==> src/rtl/rcc_pkg.sv <==
// Shared types and constants for the rotor cascade cipher core.
// No dependencies; imported by rcc_rotor_bank and rotor_cascade_cipher_core.
`timescale 1ns / 1ps

package rcc_pkg;

    localparam int LETTER_COUNT = 26;
    localparam int ROTOR_MAX    = 5;

    localparam int LETTER_W    = $clog2(LETTER_COUNT);
    localparam int ROTOR_IDX_W = (ROTOR_MAX > 1) ? $clog2(ROTOR_MAX) : 1;
    localparam int ROTOR_CNT_W = $clog2(ROTOR_MAX + 1);

    localparam logic [7:0]          CHAR_A     = 8'd65;
    localparam logic [LETTER_W-1:0] LETTER_MAX = LETTER_W'(LETTER_COUNT - 1);

    // Configuration register indexes (word address bit 2)
    localparam logic REG_ROTOR_COUNT = 1'b0;

    localparam logic [2:0] ROTOR_COUNT_RESET = 3'd1;

    typedef logic [LETTER_W-1:0] letter_t;

    typedef enum logic [1:0] {
        CMD_LOAD    = 2'd0,
        CMD_ENCODE  = 2'd1,
        CMD_DECODE  = 2'd2,
        CMD_RESTART = 2'd3
    } cmd_t;

    // Word presented to the rotor bank from the input stage
    typedef struct packed {
        logic       fire;
        cmd_t       cmd;
        logic [2:0] rsel;
        logic [4:0] pos;
        logic [7:0] ch;
    } rcc_req_t;

    typedef struct packed {
        logic [7:0] char_out;
        logic       substituted;
    } rcc_res_t;

endpackage

==> src/rtl/rotor_cascade_cipher_core.sv <==
// Top level of the rotor cascade cipher: input stage, result register, APB register.
// Depends on rcc_pkg and rcc_rotor_bank.
`timescale 1ns / 1ps
//
//  Channel  Handshake                  Payload
//  -------  -------------------------  --------------------------------------------
//  in       in_valid / in_ready        command, rotor_select, table_position, char_in
//  out      out_valid / out_ready      char_out, substituted
//  cfg      psel/penable/pwrite/pready paddr[2:0], pwdata, prdata (rotor_count @ 0x0)
//
//  One word per cycle while no coded word is held by a stalled output.
//  Input register feeds one pass of table lookups and the odometer step, then
//  the result register. Load and restart words produce no output word.
//  A stalled output holds the input register only when it holds a coding word.
//  Reset restores identity tables, clears the odometer and sets rotor_count to 1.

module rotor_cascade_cipher_core
    import rcc_pkg::*;
(
    input  logic        clk,
    input  logic        rst_n,

    input  logic        in_valid,
    output logic        in_ready,
    input  logic [1:0]  command,
    input  logic [2:0]  rotor_select,
    input  logic [4:0]  table_position,
    input  logic [7:0]  char_in,

    output logic        out_valid,
    input  logic        out_ready,
    output logic [7:0]  char_out,
    output logic        substituted,

    input  logic        psel,
    input  logic        penable,
    input  logic        pwrite,
    input  logic [2:0]  paddr,
    input  logic [31:0] pwdata,
    output logic [31:0] prdata,
    output logic        pready
);

    logic       s1_valid_reg;
    cmd_t       s1_cmd_reg;
    logic [2:0] s1_rsel_reg;
    logic [4:0] s1_pos_reg;
    logic [7:0] s1_ch_reg;

    logic       out_valid_reg;
    logic       out_valid_next;
    logic [7:0] char_out_reg;
    logic       substituted_reg;

    logic [2:0] rotor_count_reg;

    logic       s1_has_result;
    logic       s1_advance;
    logic       in_fire;
    rcc_req_t   req;
    rcc_res_t   res;

    assign s1_has_result = (s1_cmd_reg == CMD_ENCODE) || (s1_cmd_reg == CMD_DECODE);
    assign s1_advance    = s1_valid_reg && (!s1_has_result || !out_valid_reg || out_ready);
    assign in_ready      = !s1_valid_reg || s1_advance;
    assign in_fire       = in_valid && in_ready;

    assign req.fire = s1_advance;
    assign req.cmd  = s1_cmd_reg;
    assign req.rsel = s1_rsel_reg;
    assign req.pos  = s1_pos_reg;
    assign req.ch   = s1_ch_reg;

    rcc_rotor_bank u_bank (
        .clk         (clk),
        .rst_n       (rst_n),
        .rotor_count (rotor_count_reg),
        .req         (req),
        .res         (res)
    );

    always_ff @(posedge clk or negedge rst_n)
    begin
        if (!rst_n)
            s1_valid_reg <= 1'b0;
        else if (in_ready)
            s1_valid_reg <= in_valid;
    end

    always_ff @(posedge clk)
    begin
        if (in_fire)
        begin
            s1_cmd_reg  <= cmd_t'(command);
            s1_rsel_reg <= rotor_select;
            s1_pos_reg  <= table_position;
            s1_ch_reg   <= char_in;
        end
    end

    always_comb
    begin
        if (s1_advance && s1_has_result)
            out_valid_next = 1'b1;
        else if (out_ready)
            out_valid_next = 1'b0;
        else
            out_valid_next = out_valid_reg;
    end

    always_ff @(posedge clk or negedge rst_n)
    begin
        if (!rst_n)
            out_valid_reg <= 1'b0;
        else
            out_valid_reg <= out_valid_next;
    end

    always_ff @(posedge clk)
    begin
        if (s1_advance && s1_has_result)
        begin
            char_out_reg    <= res.char_out;
            substituted_reg <= res.substituted;
        end
    end

    assign out_valid   = out_valid_reg;
    assign char_out    = char_out_reg;
    assign substituted = substituted_reg;

    // APB register
    always_ff @(posedge clk or negedge rst_n)
    begin
        if (!rst_n)
            rotor_count_reg <= ROTOR_COUNT_RESET;
        else if (psel && penable && pwrite && (paddr[2] == REG_ROTOR_COUNT))
            rotor_count_reg <= pwdata[2:0];
    end

    assign pready = 1'b1;
    assign prdata = (paddr[2] == REG_ROTOR_COUNT) ? {29'd0, rotor_count_reg} : 32'd0;

    a_ready_when_empty: assert property (@(posedge clk) disable iff (!rst_n)
        !in_ready |-> s1_valid_reg)
        else $error("input stalled with empty input register");

    a_no_overwrite: assert property (@(posedge clk) disable iff (!rst_n)
        (s1_advance && s1_has_result) |-> (!out_valid_reg || out_ready))
        else $error("result register overwritten while held");

    a_out_from_coding: assert property (@(posedge clk) disable iff (!rst_n)
        $rose(out_valid_reg) |-> $past(s1_advance && s1_has_result))
        else $error("output word without a coding word");

endmodule

==> src/rtl/rcc_rotor_bank.sv <==
// Rotor tables (forward and inverse), odometer digits and the coding cascade.
// Depends on rcc_pkg.
`timescale 1ns / 1ps

module rcc_rotor_bank
    import rcc_pkg::*;
(
    input  logic       clk,
    input  logic       rst_n,
    input  logic [2:0] rotor_count,
    input  rcc_req_t   req,
    output rcc_res_t   res
);

    letter_t fwd_reg [ROTOR_MAX][LETTER_COUNT];
    letter_t inv_reg [ROTOR_MAX][LETTER_COUNT];
    logic [ROTOR_MAX-1:0][LETTER_W-1:0] digit_reg;
    logic [ROTOR_MAX-1:0][LETTER_W-1:0] digit_next;

    logic                   is_letter;
    logic [8:0]             ch_ext;
    logic [7:0]             ch_off;
    letter_t                in_letter;
    logic                   load_ok;
    logic [ROTOR_IDX_W-1:0] load_rotor;
    letter_t                load_pos;
    logic [ROTOR_CNT_W-1:0] n_active;
    letter_t                enc_v;
    letter_t                dec_v;
    logic                   advance;

    assign ch_ext    = {1'b0, req.ch};
    assign is_letter = (ch_ext >= 9'(CHAR_A)) && (ch_ext < 9'(CHAR_A) + 9'(LETTER_COUNT));
    assign ch_off    = req.ch - CHAR_A;
    assign in_letter = ch_off[LETTER_W-1:0];

    assign load_rotor = req.rsel[ROTOR_IDX_W-1:0];
    assign load_pos   = req.pos[LETTER_W-1:0];
    assign load_ok    = req.fire && (req.cmd == CMD_LOAD) && (req.rsel < ROTOR_MAX)
                        && (req.pos < LETTER_COUNT) && is_letter;

    // 0 acts as one rotor, anything above the maximum as the maximum
    always_comb
    begin
        if (rotor_count == 3'd0)
            n_active = ROTOR_CNT_W'(1);
        else if (rotor_count > ROTOR_MAX)
            n_active = ROTOR_CNT_W'(ROTOR_MAX);
        else
            n_active = ROTOR_CNT_W'(rotor_count);
    end

    // Encode: rotors 0 .. n-1, offset added before the lookup
    always_comb
    begin
        logic [LETTER_W:0] sum;
        enc_v = in_letter;
        for (int k = 0; k < ROTOR_MAX; k++)
        begin
            sum = {1'b0, enc_v} + {1'b0, digit_reg[k]};
            if (sum >= (LETTER_W+1)'(LETTER_COUNT))
                sum = sum - (LETTER_W+1)'(LETTER_COUNT);
            if (ROTOR_CNT_W'(k) < n_active)
                enc_v = fwd_reg[k][sum[LETTER_W-1:0]];
        end
    end

    // Decode: rotors n-1 .. 0, offset subtracted after the inverse lookup
    always_comb
    begin
        logic [LETTER_W:0] diff;
        dec_v = in_letter;
        for (int k = ROTOR_MAX - 1; k >= 0; k--)
        begin
            diff = {1'b0, inv_reg[k][dec_v]} - {1'b0, digit_reg[k]};
            if (inv_reg[k][dec_v] < digit_reg[k])
                diff = diff + (LETTER_W+1)'(LETTER_COUNT);
            if (ROTOR_CNT_W'(k) < n_active)
                dec_v = diff[LETTER_W-1:0];
        end
    end

    assign advance = req.fire && is_letter
                     && ((req.cmd == CMD_ENCODE) || (req.cmd == CMD_DECODE));

    // Odometer: ripple carry, top digit wraps
    always_comb
    begin
        logic carry;
        carry      = 1'b1;
        digit_next = digit_reg;
        for (int k = 0; k < ROTOR_MAX; k++)
        begin
            if (carry)
            begin
                if (digit_reg[k] == LETTER_MAX)
                    digit_next[k] = '0;
                else
                begin
                    digit_next[k] = digit_reg[k] + letter_t'(1);
                    carry         = 1'b0;
                end
            end
        end
    end

    always_comb
    begin
        if (!is_letter)
        begin
            res.char_out    = req.ch;
            res.substituted = 1'b0;
        end
        else
        begin
            res.char_out    = CHAR_A + 8'((req.cmd == CMD_DECODE) ? dec_v : enc_v);
            res.substituted = 1'b1;
        end
    end

    always_ff @(posedge clk or negedge rst_n)
    begin
        if (!rst_n)
        begin
            digit_reg <= '0;
        end
        else if (req.fire && (req.cmd == CMD_RESTART))
        begin
            digit_reg <= '0;
        end
        else if (advance)
        begin
            digit_reg <= digit_next;
        end
    end

    always_ff @(posedge clk or negedge rst_n)
    begin
        if (!rst_n)
        begin
            for (int r = 0; r < ROTOR_MAX; r++)
            begin
                for (int p = 0; p < LETTER_COUNT; p++)
                begin
                    fwd_reg[r][p] <= LETTER_W'(p);
                    inv_reg[r][p] <= LETTER_W'(p);
                end
            end
        end
        else if (load_ok)
        begin
            fwd_reg[load_rotor][load_pos]  <= in_letter;
            inv_reg[load_rotor][in_letter] <= load_pos;
        end
    end

    a_restart_clears: assert property (@(posedge clk) disable iff (!rst_n)
        (req.fire && (req.cmd == CMD_RESTART)) |=> (digit_reg == '0))
        else $error("odometer not cleared by restart");

    a_load_keeps_odometer: assert property (@(posedge clk) disable iff (!rst_n)
        (req.fire && (req.cmd == CMD_LOAD)) |=> $stable(digit_reg))
        else $error("table load moved the odometer");

    a_letter_steps: assert property (@(posedge clk) disable iff (!rst_n)
        advance |=> (digit_reg[0] != $past(digit_reg[0])))
        else $error("coded letter did not step the odometer");

endmodule

==> config.mk <==
export PLATFORM = sky130hd
export DESIGN_NAME = rotor_cascade_cipher_core
export DESIGN_NICKNAME = d
export VERILOG_FILES = /design/src/rtl/rcc_pkg.sv /design/src/rtl/rotor_cascade_cipher_core.sv /design/src/rtl/rcc_rotor_bank.sv
export SDC_FILE = /design/constraint.sdc
export NUM_CORES = 2
export LEC_CHECK = 0
export BUFFER_PORTS_ARGS = -buffer_cell sky130_fd_sc_hd__buf_4
export CAP_MARGIN = 5
export CORE_MARGIN = 5
export CORE_UTILIZATION = 40
export DETAILED_ROUTE_END_ITERATION = 10
export MAX_ROUTING_LAYER = met4
export PLACE_DENSITY = 0.56
export SLEW_MARGIN = 25
export SYNTH_ARGS = -nofsm -noshare
export SYNTH_HDL_FRONTEND = slang
export SYNTH_SLANG_ARGS = --single-unit
==> constraint.sdc <==
create_clock -name clk -period 22.7 [get_ports clk]
set_input_delay 6.81 -clock clk [delete_from_list [all_inputs] [get_ports clk]]
set_output_delay 6.81 -clock clk [all_outputs]
set_load 0.02 [all_outputs]
==> run metrics <==
total grt overflow 0; Final HPWL DP between 100,000 and 150,000 um; boundary pin count 104; Slew Limit Fails 0; wl on met1 ~90,000 um; Worst Setup End Kind flip-flop; fmax around 46 MHz; Yosys Warn Count 0; Top cell by count, worst path inv_1; crit path kind flip-flop to flip-flop; clock latency at the later pin of the worst-skew pair 0.80 ns; RSZ-0062 raised after global routing false; commonest non-fill, non-tap cell in the layout nand2_1; # diodes 0; WHS 0.464 ns; filler cell count 15,900; hold path depth 0; worst reg-to-reg setup slack 1.06 ns; Slew HR 24.1%; Initial Utilization 40.3%; Place WS 0.840 ns; Mapped Area roughly 70,000 um2; DRT antenna net count 0; worst-path fanout max 27; Die Ht 426 um; fin crit period between 20 and 25 ns; crit-path max cell delay 0.72 ns; RR Startpoint s1_ch_reg[1]; fin worst setup slack 1.06 ns; Post-layout nets 6,296; TritonCTS Sinks 1,357; Die ar. 181,000 um2; largest net degree at the start of global routing approximately 170; Avg Inst Size Synth 11.2 um2; CTS buffer count 151; Final Hold Viols 0; Rows 152; predominant post-synthesis flop cell dfrtp_1; Area after DPL 72,100 um2; Worst R2R End char_out[4]; Hold Startpoint s1_ch_reg[7]; Max Clock Skew 0.0283 ns; most frequent cells in the layout nand2_1 (1,171), o21ai_0 (787), dfrtp_1 (759); CP arrival roughly 22 ns; Syn Inst Count 6,187; start point of the critical path s1_ch_reg[1]; PortBufs 42; Placeable Area 172,000 um2; CTS tree yes; Crit path max-delay family compound AO/OA/AOI/OAI gates; max cap viols 0; Die Span X approximately 430 um; # setup viols final 0; Sequential Area between 30,000 and 40,000 um2; routability cong. between 0.8 and 0.9; Worst Path Buf+Inv 21; number of global-route vias before repair 47,900; period utilization 95.3%; aggregate negative setup slack 0 ns; ratio of cells with drive above 1 in the final layout 32.5%; asr flop ratio synth 98.0%; synth unique cells roughly 100; Top Metal Used met4; vias per cell 5.61; Longest Clk Path Bufs 3; met3 WL 9610 um; startpoint types flip-flop; Multi-input gate area around 33,000 um2; P&R area growth vs syn 11.9%; Post-synth EDFFs 27; Root Buffer clkbuf_16; worst min-delay path class flip-flop to flip-flop; total wire length 198,000 um; cell area after layout 77,300 um2; total global routing track utilization 22.4%; WL/cell 23.0 um; drt drc 0; hold_buf cts 0; Worst Hold End char_out[7]; sequential element share of the synthesized area 50.3%; DR vias between 40,000 and 50,000; initial DRC count 4,145; critical path required time 23.23 ns; first-pass GRT wire length 305,000 um; met2 WL between 90,000 and 100,000 um; outcome finished, final reports clean; DR pass1 iterations 5; Clock transition at path regs about 0.07 ns; Register-to-Register Path Depth 75; Crit-path slowest cell a21o_1; number of synthesized register bits 1,357; antenna violations before repair 5; worst slew pin tran 1.13 ns; H-tree depth 4
-- timing repair --
item	4_1_cts	5_1_grt
gates resized for setup	0	0
setup endpoints to repair	0	2
buffers inserted	0	8
-- synth_stat cells, types with 10 or more instances --
library cell | instances | area, um2
nand3_1 | 47 | 235
a21oi_1 | 162 | 811
nand2b_1 | 24 | 150
o21a_1 | 13 | 97.6
nor2b_1 | 20 | 125
a31oi_1 | 46 | 288
o31a_1 | 11 | 96.3
inv_1 | 69 | 259
o21ai_1 | 18 | 90.1
o31ai_1 | 24 | 180
a211oi_1 | 68 | 510
ha_1 | 80 | 1000
a211o_1 | 10 | 87.6
o211ai_1 | 29 | 218
fa_1 | 10 | 200
and2_1 | 35 | 219
xnor2_1 | 36 | 315
nor3_1 | 60 | 300
clkbuf_1 | 303 | 1140
mux4_2 | 220 | 4950
buf_2 | 38 | 190
edfxtp_1 | 27 | 811
a21o_1 | 29 | 218
mux2_2 | 731 | 8230
mux2i_1 | 260 | 2600
nor2_1 | 190 | 713
nor4_1 | 13 | 81.3
dfrtp_1 | 759 | 19000
a22oi_1 | 16 | 120
buf_4 | 36 | 270
xor2_1 | 19 | 166
nand4_1 | 10 | 62.6
and3_1 | 10 | 62.6
dfstp_2 | 571 | 15000
o21ai_0 | 788 | 3940
a311oi_1 | 20 | 175
nand2_1 | 1171 | 4400
buf_1 | 20 | 75.1
-- worst max-delay path by stage --
stage / endpoint / slack [ns] / cells after the start
global placement: char_out[4] / 1.03 / 74
detailed placement: char_out[4] / 0.84 / 74
finish: char_out[4] / 1.06 / 75
CTS: char_out[4] / 0.80 / 74
floorplan: char_out[4] / 5.80 / 75
global route: char_out[4] / 0.06 / 74
-- per-layer routing --
layer,global-route usage [%],vias to the layer above
met5,-,-
met1,30.7,24500
li1,-,22100
met2,34.4,1151
met3,3.31,314
met4,7.66,0
-- metrics by stage --
step	utilization [%]	instances
after floorplan	-	6215
after global placement	42.0	8292
after detailed placement	42.0	8292
after CTS	44.9	8575
after global routing	45.0	8586
final	45.0	8586
-- cells by family after synthesis --
kind of cell             share of synthesized area (%)
buffers and inverters                             2.92
AO/OA/AOI/OAI                                     11.4
AND/OR/NAND/NOR                                   9.74
other                                           0.0109
multiplexers                                      23.0
flip-flops                                        50.3
XOR/XNOR                                         0.863
adder cells (fa/ha/maj)                           1.74
-- area by class of cell --
type | count | share of cell area (%)
clock buffers | 226 | 5.69
clock inverters | 57 | 0.887
inverters | 79 | 0.387
multi-input cells | 4378 | 42.3
flip-flops and latches | 1357 | 45.0
well taps | 2310 | 3.74
repair buffers | 179 | 1.98
Power is left out: the tool's default activity adds up to more than one toggle a clock period on the data nets, which glitch-free logic cannot reach.
